$ cat src/abf_div.sv
// pipelined restoring divider, one quotient bit per stage, with a tag carried alongside
module abf_div #(
   parameter int QW    = 16,
   parameter int NW    = 41,
   parameter int DW    = 26,
   parameter int TAG_W = 1
) (
   input  logic              clock,
   input  logic              reset,
   input  logic              in_valid,
   input  logic [NW-1:0]     in_num,
   input  logic [DW-1:0]     in_den,
   input  logic [TAG_W-1:0]  in_tag,
   output logic              out_valid,
   output logic [QW-1:0]     out_quo,
   output logic [TAG_W-1:0]  out_tag
);

   logic [DW-1:0]     rem_ff [1:QW];
   logic [QW-1:0]     low_ff [1:QW];
   logic [QW-1:0]     quo_ff [1:QW];
   logic [DW-1:0]     den_ff [1:QW];
   logic [TAG_W-1:0]  tag_ff [1:QW];
   logic              vld_ff [1:QW];

   for (genvar k = 0; k < QW; k++) begin : g_stage
      logic [DW-1:0]     cur_rem;
      logic [QW-1:0]     cur_low;
      logic [QW-1:0]     cur_quo;
      logic [DW-1:0]     cur_den;
      logic [TAG_W-1:0]  cur_tag;
      logic              cur_vld;
      logic [DW:0]       part;
      logic [DW-1:0]     rem_in;
      logic              bit_in;

      // high part of the dividend starts as the remainder, it is below the divisor
      if (k == 0) begin : g_first
         assign cur_rem = DW'(in_num[NW-1:QW]);
         assign cur_low = in_num[QW-1:0];
         assign cur_quo = '0;
         assign cur_den = in_den;
         assign cur_tag = in_tag;
         assign cur_vld = in_valid;
      end else begin : g_next
         assign cur_rem = rem_ff[k];
         assign cur_low = low_ff[k];
         assign cur_quo = quo_ff[k];
         assign cur_den = den_ff[k];
         assign cur_tag = tag_ff[k];
         assign cur_vld = vld_ff[k];
      end

      // shift in one dividend bit, subtract when it fits
      always_comb begin
         part = {cur_rem, cur_low[QW-1]};
         if (part >= {1'b0, cur_den}) begin
            rem_in = DW'(part - {1'b0, cur_den});
            bit_in = 1'b1;
         end else begin
            rem_in = part[DW-1:0];
            bit_in = 1'b0;
         end
      end

      // stage registers
      always_ff @(posedge clock) begin
         if (reset) begin
            vld_ff[k+1] <= 1'b0;
         end else begin
            vld_ff[k+1] <= cur_vld;
         end
         rem_ff[k+1] <= rem_in;
         low_ff[k+1] <= {cur_low[QW-2:0], 1'b0};
         quo_ff[k+1] <= {cur_quo[QW-2:0], bit_in};
         den_ff[k+1] <= cur_den;
         tag_ff[k+1] <= cur_tag;
      end
   end

   assign out_valid = vld_ff[QW];
   assign out_quo   = quo_ff[QW];
   assign out_tag   = tag_ff[QW];

endmodule

$ cat config.mk
export PLATFORM = sky130hd
export DESIGN_NAME = abf_div
export DESIGN_NICKNAME = d
export VERILOG_FILES = /design/src/abf_div.sv
export SDC_FILE = /design/constraint.sdc
export NUM_CORES = 2
export LEC_CHECK = 0
export BUFFER_PORTS_ARGS = -buffer_cell sky130_fd_sc_hd__buf_2
export CAP_MARGIN = 20
export CORE_MARGIN = 4
export CORE_UTILIZATION = 51
export DETAILED_ROUTE_END_ITERATION = 7
export PLACE_DENSITY = 0.69
export SYNTH_ARGS = -nofsm -noshare
export SYNTH_HDL_FRONTEND = slang
export SYNTH_SLANG_ARGS = --single-unit
$ cat constraint.sdc
create_clock -name clock -period 9 [get_ports clock]
set_input_delay 0.45 -clock clock [delete_from_list [all_inputs] [get_ports clock]]
set_output_delay 0.45 -clock clock [all_outputs]
set_load 0.05 [all_outputs]
==> out/qor.csv <==
metric,value,unit
grt_use_total,20.8,%
synth_compound_area_share,17.2,%
antenna_left,0,
slew_headroom,24.2,%
min_path_type,in2reg,
ir_drop,0.196,mV
die_w,310,µm
fmax,245,MHz
critPathLaunchType,flip-flop,
die_y,310,µm
crit_slowest_cell,o41ai_1,
grt_pass1_wl,163,mm
io_buffer_count,88,
synth_area_leaders,"dfxtp_1, ha_1, a21oi_1",
drive_above_1_share,9.43,%
num_io_pins,89,
async_flop_share,0,%
finalCritPeriodShare,45.4,%
finalHoldWorstSlack,52.7,ps
cts_tree,done,
initial_core_util,51.6,%
routabilityCongestion,0.956,
yosysTopAreaCellShare,45.9,%
nets,5561,
drc_errors,0,
cts_made_buffers,110,
dpl.hpwl,77.6,mm
intPower,13.4,mW
cts_sinks,1068,
netSwitchingFraction,37.5,%
cp-end-kind,flip-flop,
cts_root_buffer,clkbuf_16,
pwr-share-clk,22.2,%
ys_seq_area_share,45.9,%
grt_overflow_total,0,
synthXorXnorAreaFrac,6.18,%
rsz0062_at_grt,false,
synthAdderAreaFrac,11.8,%
hold_viol_final,0,
wl_per_cell,15.9,µm
max_stage_delay,710,ps
leakagePower,24.4,nW
clk_path_buf_depth,3,
area_delta_synth_final,13.6,%
outcome,"complete, no violations",
pwr_density_cell,406,mW/mm²
drv_slew,0,
synth_area,0.0466,mm²
cp.required,9540,ps
fin_tns_setup,0,ps
fin_worst_skew,55.4,ps
synth-simple-area-share,10.1,%
ys_ff_latch,1068,
dieArea,0.0963,mm²
synth_ff_type,dfxtp_1,
htreeDepth,3,
synth_nets,5383,
vias,33700,
pwr-share-seq,31.9,%
num_rows,110,
antenna_found_initial,0,
power.switching,8.07,mW
first_iter_violations,1752,
crit_family,compound AO/OA/AOI/OAI gates,
synth_edf_count,0,
synth_cells,4881,
yosysTopAreaCell,dfxtp_1,
worstMarginPinSlew,1130,ps
cp_max_fo,4,
setup_viol,0,
clk_latency,690,ps
coreArea,0.0903,mm²
worstSetupPathType,reg2reg,
synthMuxAreaShare,3.75,%
crit_arrival,4620,ps
ys_types,80,
synth_top_family_by_area,compound AO/OA/AOI/OAI gates,
p_comb_share,46.0,%
path_clk_slew,60,ps
cp_cell_sequence,inv_1 -> ha_1 -> nor2b_1 -> o31ai_1 -> a21oi_1 -> o41ai_1 -> o221ai_1 -> a311oi_1 -> o21ai_0 -> a41oi_1 -> xnor2_1 -> mux2_2,
power.total,21.5,mW
grt_pass1_vias,33400,
path_buf_inv,1,
vias_per_cell,5.32,
avgSynthCellArea,9.55,µm²
drt_pass1_iterations,6,
drt-total-wl,101,mm
cap_violations,0,
grt_max_degree,52,
yosys_warnings,0,
diodes,0,
fin_crit,4080,ps
-- synth_stat cells, drive strengths merged, types with 48 or more instances --
cell type     n
nand2b       56
o21ai       311
inv         520
xor2        137
nand2       324
nor2        261
clkbuf       97
nand3        71
xnor2       192
nor3         48
o21bai       61
o21a         54
mux2        144
a21o        183
nor2b        62
a21oi       414
nand4        60
dfxtp      1068
ha          416
-- final timing paths --
check              endpoint  depth (start not counted)      startpoint  slack, ps
max          rem_ff[0][257]                         12  den_ff[0][209]       4920
min           rem_ff[0][43]                          2      in_num[32]         50
max reg2reg  rem_ff[0][257]                         12  den_ff[0][209]       4920
min reg2reg  low_ff[0][208]                          0  low_ff[0][192]        320
-- cells by family (layout without fill, tap and decap cells) --
family,Yosys count,count (layout)
buffers and inverters,625,899
AO/OA/AOI/OAI,1277,1277
flip-flops,1068,1068
AND/OR/NAND/NOR,1001,1001
adder cells (fa/ha/maj),431,431
XOR/XNOR,329,329
multiplexers,150,150
-- routing by layer --
metal / share of wire [%] / GRT usage, % / up-vias
met1: 41 / 23.1 / 15500
met2: 50 / 38.4 / 743
met3: 3.4 / 2.66 / 280
li1: - / - / 17200
met5: 0 / 0 / -
met4: 5.6 / 11.7 / 0
-- registers in the layout, indices dropped and copies added, names as in the netlist --
signal,flops
den_ff,390
low_ff,120
quo_ff,136
rem_ff,390
tag_ff,16
vld_ff,16
-- per-stage QoR --
stage / cell area, µm² / worst slack, ps / cells / util (%)
after floorplan: 46600 / 5390 / 4881 / -
after global placement: 48300 / 5050 / 6058 / 53.6
after detailed placement: 48300 / 5060 / 6058 / 53.6
after CTS: 52900 / 4970 / 6331 / 58.6
after global routing: 52900 / 4690 / 6331 / 58.6
final: 52900 / 4920 / 6331 / 58.6
-- cells in the final DEF, fill, tap and decap left out, types with 54 or more instances in the layout --
master,Yosys,final
o21a_1,54,54
xnor2_1,192,192
mux2_2,126,126
inv_1,520,520
a21oi_1,411,409
nand4_1,60,60
clkbuf_16,0,111
dfxtp_1,1068,1068
nand2b_1,56,56
nand3_1,71,71
nor2b_1,62,62
o21ai_0,310,309
buf_2,2,88
o21bai_1,61,61
dlygate4sd3_1,0,65
xor2_1,137,137
ha_1,416,416
nand2_1,324,324
nor2_1,261,260
a21o_1,180,180
-- area by class of cell --
cell class / instances / area (µm²)
fill: 7693 / 37400
multi-input combinational: 3188 / 23000
sequential: 1068 / 21400
clock buffer: 147 / 3060
inverter: 520 / 1950
tap: 1176 / 1470
timing repair buffer: 171 / 1230
clock inverter: 61 / 853
-- power groups by stage --
stage / clock (mW) / combinational [mW] / sequential, mW
floorplan: 0 / 7.69 / 6.77
global placement: 0 / 9.56 / 6.96
detailed placement: 0 / 9.70 / 6.96
CTS: 4.88 / 9.82 / 6.87
global route: 5.08 / 11.0 / 6.99
finish: 4.76 / 9.88 / 6.86
-- timing repair --
action | 4_1_cts | 5_1_grt
gates resized for setup | 0 | 0
hold endpoints to repair | 65 | 0
buffers inserted | 0 | 0
hold buffers | 65 | 0
(Power assumes the default switching activity.)
