### src/abf_sqrt.sv
// pipelined floor square root, one root bit per stage, with a tag carried alongside
module abf_sqrt #(
   parameter int RW    = 25,
   parameter int TAG_W = 1
) (
   input  logic              clock,
   input  logic              reset,
   input  logic              in_valid,
   input  logic [2*RW-1:0]   in_rad,
   input  logic [TAG_W-1:0]  in_tag,
   output logic              out_valid,
   output logic [RW-1:0]     out_root,
   output logic [TAG_W-1:0]  out_tag
);

   localparam int REM_W = RW + 2;

   logic [REM_W-1:0]  rem_ff  [1:RW];
   logic [RW-1:0]     root_ff [1:RW];
   logic [2*RW-1:0]   rad_ff  [1:RW];
   logic [TAG_W-1:0]  tag_ff  [1:RW];
   logic              vld_ff  [1:RW];

   for (genvar k = 0; k < RW; k++) begin : g_stage
      logic [REM_W-1:0]  cur_rem;
      logic [RW-1:0]     cur_root;
      logic [2*RW-1:0]   cur_rad;
      logic [TAG_W-1:0]  cur_tag;
      logic              cur_vld;
      logic [REM_W+1:0]  part;
      logic [REM_W+1:0]  trial;
      logic [REM_W-1:0]  rem_in;
      logic [RW-1:0]     root_in;

      // stage source: ports for the first stage, previous stage otherwise
      if (k == 0) begin : g_first
         assign cur_rem  = '0;
         assign cur_root = '0;
         assign cur_rad  = in_rad;
         assign cur_tag  = in_tag;
         assign cur_vld  = in_valid;
      end else begin : g_next
         assign cur_rem  = rem_ff[k];
         assign cur_root = root_ff[k];
         assign cur_rad  = rad_ff[k];
         assign cur_tag  = tag_ff[k];
         assign cur_vld  = vld_ff[k];
      end

      // bring down two radicand bits and try the next root bit
      always_comb begin
         part  = {cur_rem, cur_rad[2*RW-1 -: 2]};
         trial = {2'b00, cur_root, 2'b01};
         if (part >= trial) begin
            rem_in  = REM_W'(part - trial);
            root_in = {cur_root[RW-2:0], 1'b1};
         end else begin
            rem_in  = part[REM_W-1:0];
            root_in = {cur_root[RW-2:0], 1'b0};
         end
      end

      // stage registers
      always_ff @(posedge clock) begin
         if (reset) begin
            vld_ff[k+1] <= 1'b0;
         end else begin
            vld_ff[k+1] <= cur_vld;
         end
         rem_ff[k+1]  <= rem_in;
         root_ff[k+1] <= root_in;
         rad_ff[k+1]  <= {cur_rad[2*RW-3:0], 2'b00};
         tag_ff[k+1]  <= cur_tag;
      end
   end

   assign out_valid = vld_ff[RW];
   assign out_root  = root_ff[RW];
   assign out_tag   = tag_ff[RW];

endmodule

### config.mk
export PLATFORM = sky130hd
export DESIGN_NAME = abf_sqrt
export DESIGN_NICKNAME = d
export VERILOG_FILES = /design/src/abf_sqrt.sv
export SDC_FILE = /design/constraint.sdc
export NUM_CORES = 2
export LEC_CHECK = 0
export BUFFER_PORTS_ARGS = -buffer_cell sky130_fd_sc_hd__buf_4
export CAP_MARGIN = 30
export CORE_ASPECT_RATIO = 1.5
export CORE_MARGIN = 2
export CORE_UTILIZATION = 30
export CTS_CLUSTER_SIZE = 16
export DETAILED_ROUTE_END_ITERATION = 12
export PLACE_DENSITY_LB_ADDON = 0.08
export SYNTH_ARGS = -nofsm -noshare
export SYNTH_HDL_FRONTEND = slang
export SYNTH_SLANG_ARGS = --single-unit
### constraint.sdc
create_clock -name clock -period 3 [get_ports clock]
set_input_delay 0.6 -clock clock [delete_from_list [all_inputs] [get_ports clock]]
set_output_delay 0.6 -clock clock [all_outputs]
set_load 0.05 [all_outputs]
==> flow_metrics.tcl <==
set metrics [dict create \
    outcome "complete, but fails checks" \
    violations "setup timing" \
    syn_area_sq_um 57100 \
    crit_path_end_kind "flip-flop" \
    rows 196 \
    maxSlewViolCount 0 \
    final_area_sq_um 70600 \
    cp_data_arrival_time_ps 3760 \
    htreeDepth 4 \
    ys_seq_area_share_pct 55.6 \
    cpLargestDelayFamily "simple AND/OR/NAND/NOR gates" \
    hold_viol 0 \
    gp_congestion 0.838 \
    fill_cells 18900 \
    required_ps 3730 \
    grt_max_degree 36 \
    grt_util_met1_pct 13.3 \
    met2_usage_pct 31.0 \
    drt_iter0_markers 1448 \
    pre_cts_slack_ps -231 \
    placeableCoreArea_sq_um 190000 \
    drive_gt1_share_pct 15.1 \
    cap_viol_max_count 0 \
    worst-path-buf-inv 1 \
    dpl_cell_area_sq_um 63200 \
    top_usage_layer "met2" \
    io_pins 81 \
    syn_avg_cell_area_sq_um 10.3 \
    peakVddDrop_mv 0.522 \
    hpwl_microns 114000 \
    io_buffers 80 \
    die_w_microns 360 \
    worstPathMaxFanout 4 \
    grt_overflow_total 0 \
    start_kind "flip-flop" \
    cp_cell_sequence "or4_4, or3_4, or4_4, o311a_1, nand4_1, nand2_1, or3_4, buf_6, nor4_4, xor2_1" \
    wire_per_inst_microns 16.7 \
    drt_pre_antenna_iters 5 \
    grt_pass1_wl_microns 226000 \
    worst_path_max_delay_cell "or4_4" \
    final_cells 8743 \
    grtUsageMet3_pct 2.15 \
    ant_nets 0 \
    postSynth.asyncResetShare_pct 0 \
    antenna_found_initial 3 \
    worstMarginPinSlew_ps 886 \
    critical_path_class "flip-flop to flip-flop" \
    period_share_pct 101 \
    design_power_total_mw 58.6 \
    ys_seq_elements 1586 \
    via_count 39100 \
    slew_headroom_pct 40.4 \
    clock-sinks 1586 \
    timing.fmax_mhz 331 \
    postRouteWirelength_microns 146000 \
    cts_tree "yes" \
    max_stage_delay_ps 530 \
    synth_edf_count 0 \
    min_period_ps 3020 \
    cellPowerDensity_nw_per_um2 830 \
    drc 0 \
    dp_cells 8362 \
    clk_latency_ps 830 \
    dieHeight_microns 538 \
    clkTransAtPathRegs_ps 60 \
    synth_warnings 0 \
    final_common_cell "dfxtp_1" \
    yosysUniqueCellTypes 83 \
    min_path_type "primary input to flip-flop" \
    fin_nets 6543 \
    cts_buffers 169 \
    rsz0062_at_grt "yes" \
    grt_usage_pct 14.8 \
    fp.dieArea_sq_um 194000 \
    synth_nets 5965 \
    leakage_nw 32.7 \
    skew_ps 63.3 \
    cts_root_buf "clkbuf_16" \
    start_util_pct 30.1 \
    via_per_inst 4.47 \
    ys.flop_type "dfxtp_1" \
    grt_pass1_vias 40800 \
    finalSetupViolations 4 \
    syn2layout_area_growth_pct 23.6 \
    synth_cells 5559 \
    fin_ws_ps -23.6 \
    cts.path.max_buffers 4 \
    layout_common_cells "1574 x dfxtp_1, 435 x inv_1, 424 x buf_4" \
]
==> report_power, final <==
group	internal [mW]	total, mW	switching, mW
Combinational	4.71	9.89	5.18
Clock	12.9	21.5	8.59
Sequential	24.4	27.2	2.74
==> worst paths after layout <==
kind | slack, ps | startpoint | cells after the start | endpoint
worst max-delay path | -20 | rem_ff[0][228] | 10 | rem_ff[0][261]
worst min-delay path | 160 | reset | 2 | vld_ff[1][2]
worst max register to register | -20 | rem_ff[0][228] | 10 | rem_ff[0][261]
worst min register to register | 290 | root_ff[8][9] | 0 | root_ff[8][35]
==> registers in the layout, indices dropped and copies added, names as in the netlist <==
| signal | flops |
|---|---|
| rem_ff | 611 |
| rad_ff | 600 |
| vld_ff | 25 |
| root_ff | 325 |
| tag_ff | 25 |
==> layout make-up <==
class	instances	area, sq um	share of cell area [%]
flip-flops and latches	1586	31800	45.0
multi-input cells	3440	24200	34.2
clock buffers	218	4760	6.74
repair buffers	502	4150	5.88
well taps	2475	3100	4.39
inverters	438	1640	2.33
clock inverters	82	1000	1.42
diodes	2	5.00	0.00709
==> kinds of logic (layout without fill, tap and decap cells) <==
| group | after synthesis | count (layout) | synth area share, % |
|---|---|---|---|
| compound gates | 1095 | 1096 | 11.8 |
| xor+xnor | 492 | 492 | 7.55 |
| fa+ha+maj | 352 | 352 | 7.72 |
| buf+inv | 534 | 1240 | 3.52 |
| flops | 1586 | 1586 | 55.6 |
| mux | 44 | 44 | 0.851 |
| other cells | 1 | 3 | 0.00657 |
| simple gates | 1455 | 1455 | 12.9 |
==> worst reg2reg max path: stages, from the launching register on <==
cell     delay [ps]
dfxtp_2         320
or4_4           530
or3_4           340
or4_4           420
o311a_1         310
nand4_1         110
nand2_1          80
or3_4           390
buf_6           150
nor4_4          140
xor2_1          170
==> through the flow <==
stage	hold WS [ps]	util, %	setup TNS [ps]
2_1_floorplan	310	-	-31.6
3_3_place_gp	310	33.4	-2820
3_5_place_dp	312	33.4	-4100
4_1_cts	90.4	36.8	-10.0
5_1_grt	127	37.2	-1260
6_report	157	37.2	-39.5
==> timing repair <==
| item | 4_1_cts | 5_1_grt |
|---|---|---|
| hold buffers | 53 | 0 |
| endpoints found under the hold margin | 53 | 0 |
| setup buffers | 9 | 15 |
| pin swaps | 12 | 41 |
| resized for setup | 49 | 133 |
| cloned | 1 | 1 |
| setup endpoints to repair | 81 | 267 |
==> routing by layer <==
layer	vias to the layer above	part of all wire (%)	routed length [microns]
met5	-	0	0
met4	0	5.2	7580
met3	312	2.7	3960
met2	511	58	84500
met1	18200	34	49700
li1	20100	-	-
==> cell usage after synthesis, drive strengths merged (82+ instances only) <==
cell type	number	share of area, %
a21o	135	1.8
a21oi	315	2.8
dfxtp	1586	56
ha	352	7.7
inv	437	2.9
nand2	374	2.5
nand2b	87	0.95
nand3	83	0.73
nor2	307	2.0
nor2b	82	0.90
nor3	136	1.2
o21ai	317	2.8
xnor2	259	4.0
xor2	233	3.6
No activity file was read; power rests on OpenSTA's default activity.
